<file path="src/sv/grub_pkg.sv">
package grub_pkg;

	typedef enum logic [2:0] {
		OP_ACTIVATE   = 3'd0,
		OP_COMPLETE   = 3'd1,
		OP_NONCONTEND = 3'd2,
		OP_DETACH     = 3'd3,
		OP_ADVANCE    = 3'd4,
		OP_BUDGET     = 3'd5
	} op_t;

	localparam logic [16:0] ONE_Q16 = 17'd65536;
	localparam logic [20:0] SUM_MAX = 21'h1FFFFF;
	localparam logic [16:0] BW_MAX  = 17'h1FFFF;
	localparam logic [47:0] T48_MAX = 48'hFFFFFFFFFFFF;
	localparam logic [31:0] B32_MAX = 32'hFFFFFFFF;

	localparam logic [0:0] REG_PROC_COUNT = 1'd0;
	localparam logic [0:0] REG_MIN_BW     = 1'd1;

	// Request to the shared serial divider.
	typedef struct packed {
		logic        start;
		logic [63:0] dividend;
		logic [32:0] divisor;
	} div_req_t;

	typedef struct packed {
		logic        done;
		logic [63:0] quotient;
		logic [32:0] remainder;
	} div_rsp_t;

endpackage

</file>
<file path="src/sv/grub_div.sv">
// Restoring divider, one quotient bit per cycle.
module grub_div (
	input  logic                clk,
	input  logic                arst_n,
	input  grub_pkg::div_req_t  req,
	output grub_pkg::div_rsp_t  rsp
);

	logic [63:0] quo_q;
	logic [32:0] rem_q;
	logic [32:0] dvs_q;
	logic [6:0]  cnt_q;
	logic        busy_q;
	logic        done_q;
	logic [33:0] trial;

	assign trial = {rem_q, quo_q[63]} - {1'b0, dvs_q};

	always_ff @(posedge clk or negedge arst_n) begin
		if (!arst_n) begin
			busy_q <= 1'b0;
			done_q <= 1'b0;
			cnt_q  <= '0;
		end else begin
			done_q <= 1'b0;
			if (req.start) begin
				busy_q <= 1'b1;
				cnt_q  <= 7'd0;
			end else if (busy_q) begin
				cnt_q <= cnt_q + 7'd1;
				if (cnt_q == 7'd63) begin
					busy_q <= 1'b0;
					done_q <= 1'b1;
				end
			end
		end
	end

	always_ff @(posedge clk) begin
		if (req.start) begin
			quo_q <= req.dividend;
			rem_q <= '0;
			dvs_q <= req.divisor;
		end else if (busy_q) begin
			if (!trial[33]) begin
				rem_q <= trial[32:0];
				quo_q <= {quo_q[62:0], 1'b1};
			end else begin
				rem_q <= {rem_q[31:0], quo_q[63]};
				quo_q <= {quo_q[62:0], 1'b0};
			end
		end
	end

	assign rsp.done      = done_q;
	assign rsp.quotient  = quo_q;
	assign rsp.remainder = rem_q;

endmodule

</file>
<file path="config.mk">
export PLATFORM = sky130hd
export DESIGN_NAME = grub_div
export DESIGN_NICKNAME = d
export VERILOG_FILES = /design/src/sv/grub_pkg.sv /design/src/sv/grub_div.sv
export SDC_FILE = /design/constraint.sdc
export NUM_CORES = 1
export LEC_CHECK = 0
export BUFFER_PORTS_ARGS = -buffer_cell sky130_fd_sc_hd__buf_4
export CAP_MARGIN = 20
export CELL_PAD_IN_SITES_DETAIL_PLACEMENT = 0
export CELL_PAD_IN_SITES_GLOBAL_PLACEMENT = 1
export CORE_UTILIZATION = 41
export DETAILED_ROUTE_END_ITERATION = 6
export PLACE_DENSITY = 0.8
export RECOVER_POWER = 100
export SLEW_MARGIN = 40
export SYNTH_ARGS = -nofsm -noshare
export SYNTH_HDL_FRONTEND = slang
export SYNTH_SLANG_ARGS = --single-unit
export TNS_END_PERCENT = 1
</file>
<file path="constraint.sdc">
create_clock -name clk -period 4.1 [get_ports clk]
set_clock_uncertainty 0.1 [all_clocks]
set_input_delay 0.82 -clock clk [delete_from_list [all_inputs] [get_ports clk]]
set_output_delay 0.82 -clock clk [all_outputs]
set_load 0.02 [all_outputs]
</file>
Yosys cells after proc, flatten, opt, wreduce, memory -nomap -nowiden --
Index checks and enable logic that the tools add are counted. Widths: inputs -> output; s select.
Operators by class: $add $sub $neg 2, equal/unequal tests 1, mux-type cells 12, reductions and logical operators 1
Operator list (count):
- $mux 64 | 2
- $sub 34x33->34 | 1
- $mux 33 | 1
- $mux 7 | 2
- $add 7x1->7 const B | 1
- $eq 7x6->1 const B | 1
- $mux 1 | 7
- $reduce_bool 2->1 | 1
Word-level totals: flip-flop bits (word level) 139, bits of input ports 100, output and inout bits 98, logic and storage cells 22

Depth between registers and ports, before layout --
Gate-level depths: netlist (run 1).
depth after elaboration 4, depth in mapped cells 14, depth with buffers taken out 11

Worst setup path before layout (run 1) --
Ideal clock, no wire load.
path type reg2reg, start point register rem_q[9], end point register quo_q[0] (data pin), library setup time 260 ps, arrival time 2969 ps, data required time 3740 ps, path slack 771 ps, stages on the path, launching flop included 12, buffers on the path 3, clock period less this slack 3329 ps, cells stage by stage dfxtp_1 > ha_1 > a21o_1 > a21o_1 > a2111o_1 > a211oi_2 > mux2_4 > and2_4 > buf_6 > buf_6 > buf_6 > mux2_2
On the way: longest elaborated chain between the ends 4
RTL lines:
- start, declared | line grub_div.sv:10 | logic [32:0] rem_q;
- start signal, assigned | line grub_div.sv:46 | rem_q <= trial[32:0];
- start signal, assigned | line grub_div.sv:49 | rem_q <= {rem_q[31:0], quo_q[63]};
- $sub 34x33->34 | line grub_div.sv:17 | assign trial = {rem_q, quo_q[63]} - {1'b0, dvs_q};
- $mux 1 | line grub_div.sv:45 | if (!trial[33]) begin
- $mux 64 | line grub_div.sv:44 | end else if (busy_q) begin
- $mux 64 | line grub_div.sv:40 | if (req.start) begin
- end signal, assigned | line grub_div.sv:41 | quo_q <= req.dividend;
- end signal, assigned | line grub_div.sv:47 | quo_q <= {quo_q[62:0], 1'b1};
- end signal, assigned | line grub_div.sv:50 | quo_q <= {quo_q[62:0], 1'b0};
- end, declared | line grub_div.sv:9 | logic [63:0] quo_q;
No other way between the ends. The select of a mux whose other input is x is not followed. A chain may end at the register's enable or synchronous reset.

Final worst setup path (run 1) --
start point register dvs_q[10], end point register rem_q[0]
On the way: longest elaborated chain between the ends 2
RTL lines:
- start, declared | line grub_div.sv:11 | logic [32:0] dvs_q;
- start signal, assigned | line grub_div.sv:43 | dvs_q <= req.divisor;
- $sub 34x33->34 | line grub_div.sv:17
- $mux 33 | line grub_div.sv:45
No other way between the ends.

==> flow_summary.yaml, run 1 <==
outcome:
  status: "finished, violations left"
  violations: "design-rule violations, max-capacitance violations, max-slew violations"
logic_synthesis:
  synth_async_sr_flop_share_pct: 6.47
  netlist_area_um2: 7620
  synth_top_area_cell: "edfxtp_1"
  synth_seq_area_share_pct: 49.8
  synth_edf_count: 97
  synth_seq_cells: 139
  synth_top_area_share_pct: 38.2
  ys_top_cells_by_count: "edfxtp_1 (97), mux2_2 (65), nor2_1 (57)"
  synth_warnings: 0
  yosysMostFrequentCell: "edfxtp_1"
  synthCells: 685
  synth_cell_type_count: 64
  syn_nets: 820
  synthFlopType: "edfxtp_1"
  synth_area_leaders: "edfxtp_1 (38%), mux2_2 (9.6%), dfxtp_1 (8.7%)"
  syn-mean-instance-area_um2: 11.1
die:
  die_h_um: 138
  boundaryPins: 198
  start_util_pct: 42.1
  coreArea_um2: 18100
  die_area_um2: 19100
  rows: 49
  chipWidth_um: 138
final_layout:
  area_delta_synth_final_pct: 23.8
  antenna_cells: 0
  drive_gt1_share_pct: 23.1
  design_area_um2: 9430
  seqCellArea_um2: 3800
  fillers: 1636
  utilization_pct: 52.2
  nets: 1005
  multi_input_area_um2: 3480
critical_path:
  critical_path_required_ns: 4.34
  crit_path_start_kind: "flop"
  critical_path_class: "reg -> reg"
  r2r_slack_ns: 0.52
  reg2reg_to: "rem_q[0]"
  cp_slowest_stage_delay_ns: 0.53
  critPathBufInv: 1
  end_kind: "flop"
  path_cells: "inv_1 > ha_1 > a21o_1 > a21o_1 > a2111o_1 > a211oi_1 > mux2_1 > and2_4 > mux2_1 > a211oi_2"
  critPathMaxFanout: 39
  rr_worst_depth: 10
  arrival_ns: 3.83
  cp_slowest_cell: "and2_4"
  timing.rr.start: "dvs_q[10]"
  crit_family: "compound AO/OA/AOI/OAI gates"
global_route:
  track_usage_pct: 20.0
  grt_max_degree: 90
  overflow: 0
  grt_pass1_wl_um: 30100
  grt_pass1_vias: 5909
  antenna_found_initial: 1
cts:
  root_buffer: "clkbuf_16"
  cts_resized: 0
  clk_pin_slew_ns: 0.06
  cts_setup_buffers: 0
  numCtsBuffers: 17
  cts_tree: "built"
  insertion_delay_ns: 0.42
  cts-hold-fix-buffers: 0
  htreeDepth: 4
  cts.sinks: 139
  cts.path.max_buffers: 2
power:
  internal_power_mw: 2.68
  p_leak_nw: 3.88
  peakVddDrop_mv: 0.276
  powerDensity_nw_per_um2: 389
  clkPwrFrac_pct: 41.7
  netSwitchingFraction_pct: 27.0
  p_switching_uw: 991
  seqPwrFrac_pct: 45.4
  power.combinational.fraction_pct: 12.9
routing:
  firstDrtPassIters: 7
  drtIter0Drc: 348
  finalWirelength_um: 18600
  post_drt_wl_per_cell_um: 16.7
  postRouteAntennaNets: 0
  drc: 12
  avgViaCountPerCell: 5.31
  vias: 5903
sta:
  setup_viol: 0
  rsz0062_at_grt: "no"
  max-slew-margin-rel_pct: -39.8
  holdWs_ns: 0.235
  min_period_ns: 3.58
  finalHoldViolations: 0
  worst_slew_pin_slew_ns: 2.10
  finalSetupTns_ns: 0
  drv_slew: 155
  fin_ws_ns: 0.517
  max_freq_mhz: 279
  finalCritPeriodShare_pct: 87.4
place:
  routabilityCongestion: 0.860
  portBuffers: 197
  pre_cts_ws_ns: 0.628
  dpl_cell_area_um2: 9270
  post-dp-hpwl_um: 13600
min_path:
  hold_class: "in -> async"
flow_run:
  maxCapViolations: 2
power groups by stage:
stage / Sequential [mW] / Combinational [mW] / Clock, mW
floorplan: 1.77 / 0.213 / 0
global placement: 1.70 / 0.528 / 0
detailed placement: 1.70 / 0.537 / 0
CTS: 1.67 / 0.537 / 1.57
global route: 1.68 / 0.516 / 1.62
finish: 1.67 / 0.473 / 1.53
stage by stage:
| step | power (mW) | std cells |
|---|---|---|
| global placement | 2.22 | 1080 |
| detailed placement | 2.23 | 1080 |
| global route | 3.82 | 1112 |
| floorplan | 1.98 | 685 |
| CTS | 3.78 | 1112 |
| finish | 3.67 | 1112 |
final cells by class:
class	instances	share of cell area (%)
clock buffers	17	4.51
clock inverters	15	1.63
inverters	43	1.71
multi-input cells	469	36.9
flip-flops and latches	139	40.3
well taps	229	3.04
repair buffers	200	11.9
cell families after synthesis:
kind of cell	synth area share (%)
compound gates	13.9
xor+xnor	2.99
fa+ha+maj	5.84
buf+inv	4.32
flops	49.8
mux	13.0
simple gates	10.1
state kept, by name, indices dropped and copies added (netlist names):
register and cells:
quo_q 64, dvs_q 33, rem_q 33, cnt_q 7
busy_q 1, done_q 1
per-layer routing:
layer | wire length, um | GRT usage, % | share of wire [%]
met5 | 13 | 0 | 0.070
met4 | 333 | 6.62 | 1.8
met3 | 1470 | 8.17 | 7.9
met2 | 8990 | 33.5 | 48
met1 | 7780 | 23.1 | 42
worst max path at each step:
stage,start,end,slack [ns],depth (start not counted)
final,dvs_q[10],rem_q[0],0.52,10
after global routing,dvs_q[10],rem_q[29],0.25,10
after CTS,dvs_q[10],rem_q[29],0.62,10
after detailed placement,rem_q[9],rem_q[29],0.63,9
after global placement,dvs_q[10],rem_q[19],0.73,10
after floorplan,rem_q[9],quo_q[0],0.77,11
layout by cell type (no fill, tap or decap), types with 29 or more instances in the layout:
cell type / instances
clkbuf_1: 99
edfxtp_1: 97
buf_4: 66
mux2_2: 65
nor2_1: 57
nand2_1: 47
inv_1: 42
a21oi_1: 37
ha_1: 34
clkbuf_4: 33
dfxtp_1: 33
o21ai_0: 29
No activity file was read; power rests on OpenSTA's default activity.
==> run 2, diff against run 1 <==
- CORE_ASPECT_RATIO: unset -> 0.6
==> run 2 against run 1 <==
  * The flow finishes with violations (max-capacitance violations, max-slew violations)
  * Final cell count grew 1.3%
  * Sequential share of layout area shrank 0.25 points
  * Total power grew 1.8%
  * Highest routed layer is now met4
  * Worst hold slack gained 0.0011 ns
  * Cell area grew 0.65%
  * Die area is essentially flat
  * Wire length grew 8.2%
==> flow_summary.yaml, run 2 (synthesis results as in run 1) <==
outcome:
  status: "finished, violations left"
  violations: "max-capacitance violations, max-slew violations"
power:
  fin_total_pwr_mw: 3.74
  powerDensity_nw_per_um2: 394
  p_leak_nw: 3.90
  peakVddDrop_mv: 0.243
sta:
  finalHoldViolations: 0
  setup_viol: 0
  drv_slew: 51
  fin_ws_ns: 0.395
  finalSetupTns_ns: 0
  max_freq_mhz: 270
  max-slew-margin-rel_pct: -78.1
  rsz0062_at_grt: "no"
  finalCritPeriodShare_pct: 90.4
  worst_slew_pin_slew_ns: 2.67
  min_period_ns: 3.71
cts:
  root_buffer: "clkbuf_16"
  numCtsBuffers: 17
  cts_tree: "built"
  cts-hold-fix-buffers: 0
  htreeDepth: 4
  insertion_delay_ns: 0.42
  clk_pin_slew_ns: 0.07
  cts.path.max_buffers: 2
  cts_setup_buffers: 0
  cts_resized: 0
  cts.sinks: 139
routing:
  highest_layer: "met4"
  avgViaCountPerCell: 5.25
  firstDrtPassIters: 5
  vias: 5914
  dr_wl_met3_um: 1170
  drc: 0
  met1Wirelength_um: 10600
  finalWirelength_um: 20100
  wl_met2_um: 8160
  postRouteAntennaNets: 0
  post_drt_wl_per_cell_um: 17.9
  drtIter0Drc: 379
critical_path:
  end_kind: "flop"
  critical_path_class: "reg -> reg"
  critical_path_required_ns: 4.33
  timing.rr.start: "rem_q[9]"
  startpoint: "rem_q[9]"
  crit_path_end: "rem_q[19]"
  reg2reg_to: "rem_q[19]"
  arrival_ns: 3.93
  r2r_slack_ns: 0.39
  critPathMaxFanout: 39
  rr_worst_depth: 9
  crit_path_start_kind: "flop"
global_route:
  track_usage_pct: 21.2
  grt_max_degree: 65
  grt_pass1_vias: 5316
  overflow: 0
  antenna_found_initial: 0
  grt_pass1_wl_um: 30800
final_layout:
  mostFrequentLayoutCells: "clkbuf_1 (100), edfxtp_1 (97), buf_4 (67)"
  final_common_cell: "clkbuf_1"
  utilization_pct: 52.4
  fillers: 1703
  multi_input_area_um2: 3490
  reg.largest.list: "quo_q (64), dvs_q (33), rem_q (33)"
  nets: 1008
  fin_cells: 1126
  seqCellArea_um2: 3800
  largest_reg_flops: 64
  regMostFlops: "quo_q"
  antenna_cells: 0
  drive_gt1_share_pct: 23.6
  area_delta_synth_final_pct: 24.6
min_path:
  hold_class: "in -> async"
place:
  placed_cells: 1094
  routabilityCongestion: 0.905
  post-dp-hpwl_um: 14800
  portBuffers: 197
  pre_cts_ws_ns: 0.584
die:
  die_area_um2: 19200
  start_util_pct: 42.1
  boundaryPins: 198
  chipWidth_um: 178
  rows: 38
  die_h_um: 108
  coreArea_um2: 18100
flow_run:
  maxCapViolations: 1
==> run 2: report_power, final <==
part           internal (mW)  switching, mW  total, mW
Combinational          0.208          0.277      0.484
Sequential              1.61         0.0486       1.66
Clock                  0.922          0.670       1.59
Total                   2.74          0.996       3.74
==> run 2: routing by layer <==
layer | track usage, % | vias to the layer above
li1 | - | 2906
met1 | 34.0 | 2823
met2 | 26.9 | 169
met3 | 6.04 | 16
met4 | 5.01 | 0
met5 | 0 | -
==> run 2: layout make-up <==
type | count | area share (%)
clock buffer | 17 | 4.48
timing repair buffer | 203 | 12.0
inverter | 43 | 1.70
sequential | 139 | 40.0
multi-input combinational | 469 | 36.8
tap | 240 | 3.16
clock inverter | 15 | 1.87
==> run 2: per-stage QoR <==
stage / area (um^2) / hold WS (ns)
2_1_floorplan: 7620 / 0.398
3_3_place_gp: 9290 / 0.411
3_5_place_dp: 9290 / 0.413
4_1_cts: 9900 / 0.0989
5_1_grt: 9500 / 0.266
6_report: 9500 / 0.236
==> run 2: worst max-delay path, stage by stage (launching register included) <==
cell and delay (ns):
dfxtp_1 0.34, ha_1 0.38, a21o_1 0.24, a21o_1 0.18
a2111o_1 0.48, a211oi_1 0.50, mux2_4 0.27, and2_4 0.54
nand2_1 0.31, o221ai_1 0.26
==> run 2: worst min path at each step <==
stage,startpoint,cells past startpoint,to
2_1_floorplan,cnt_q[6],2,cnt_q[6]
3_3_place_gp,rem_q[19],2,rem_q[19]
3_5_place_dp,rem_q[20],2,rem_q[20]
4_1_cts,arst_n,1,done_q
5_1_grt,arst_n,1,done_q
6_report,arst_n,1,done_q
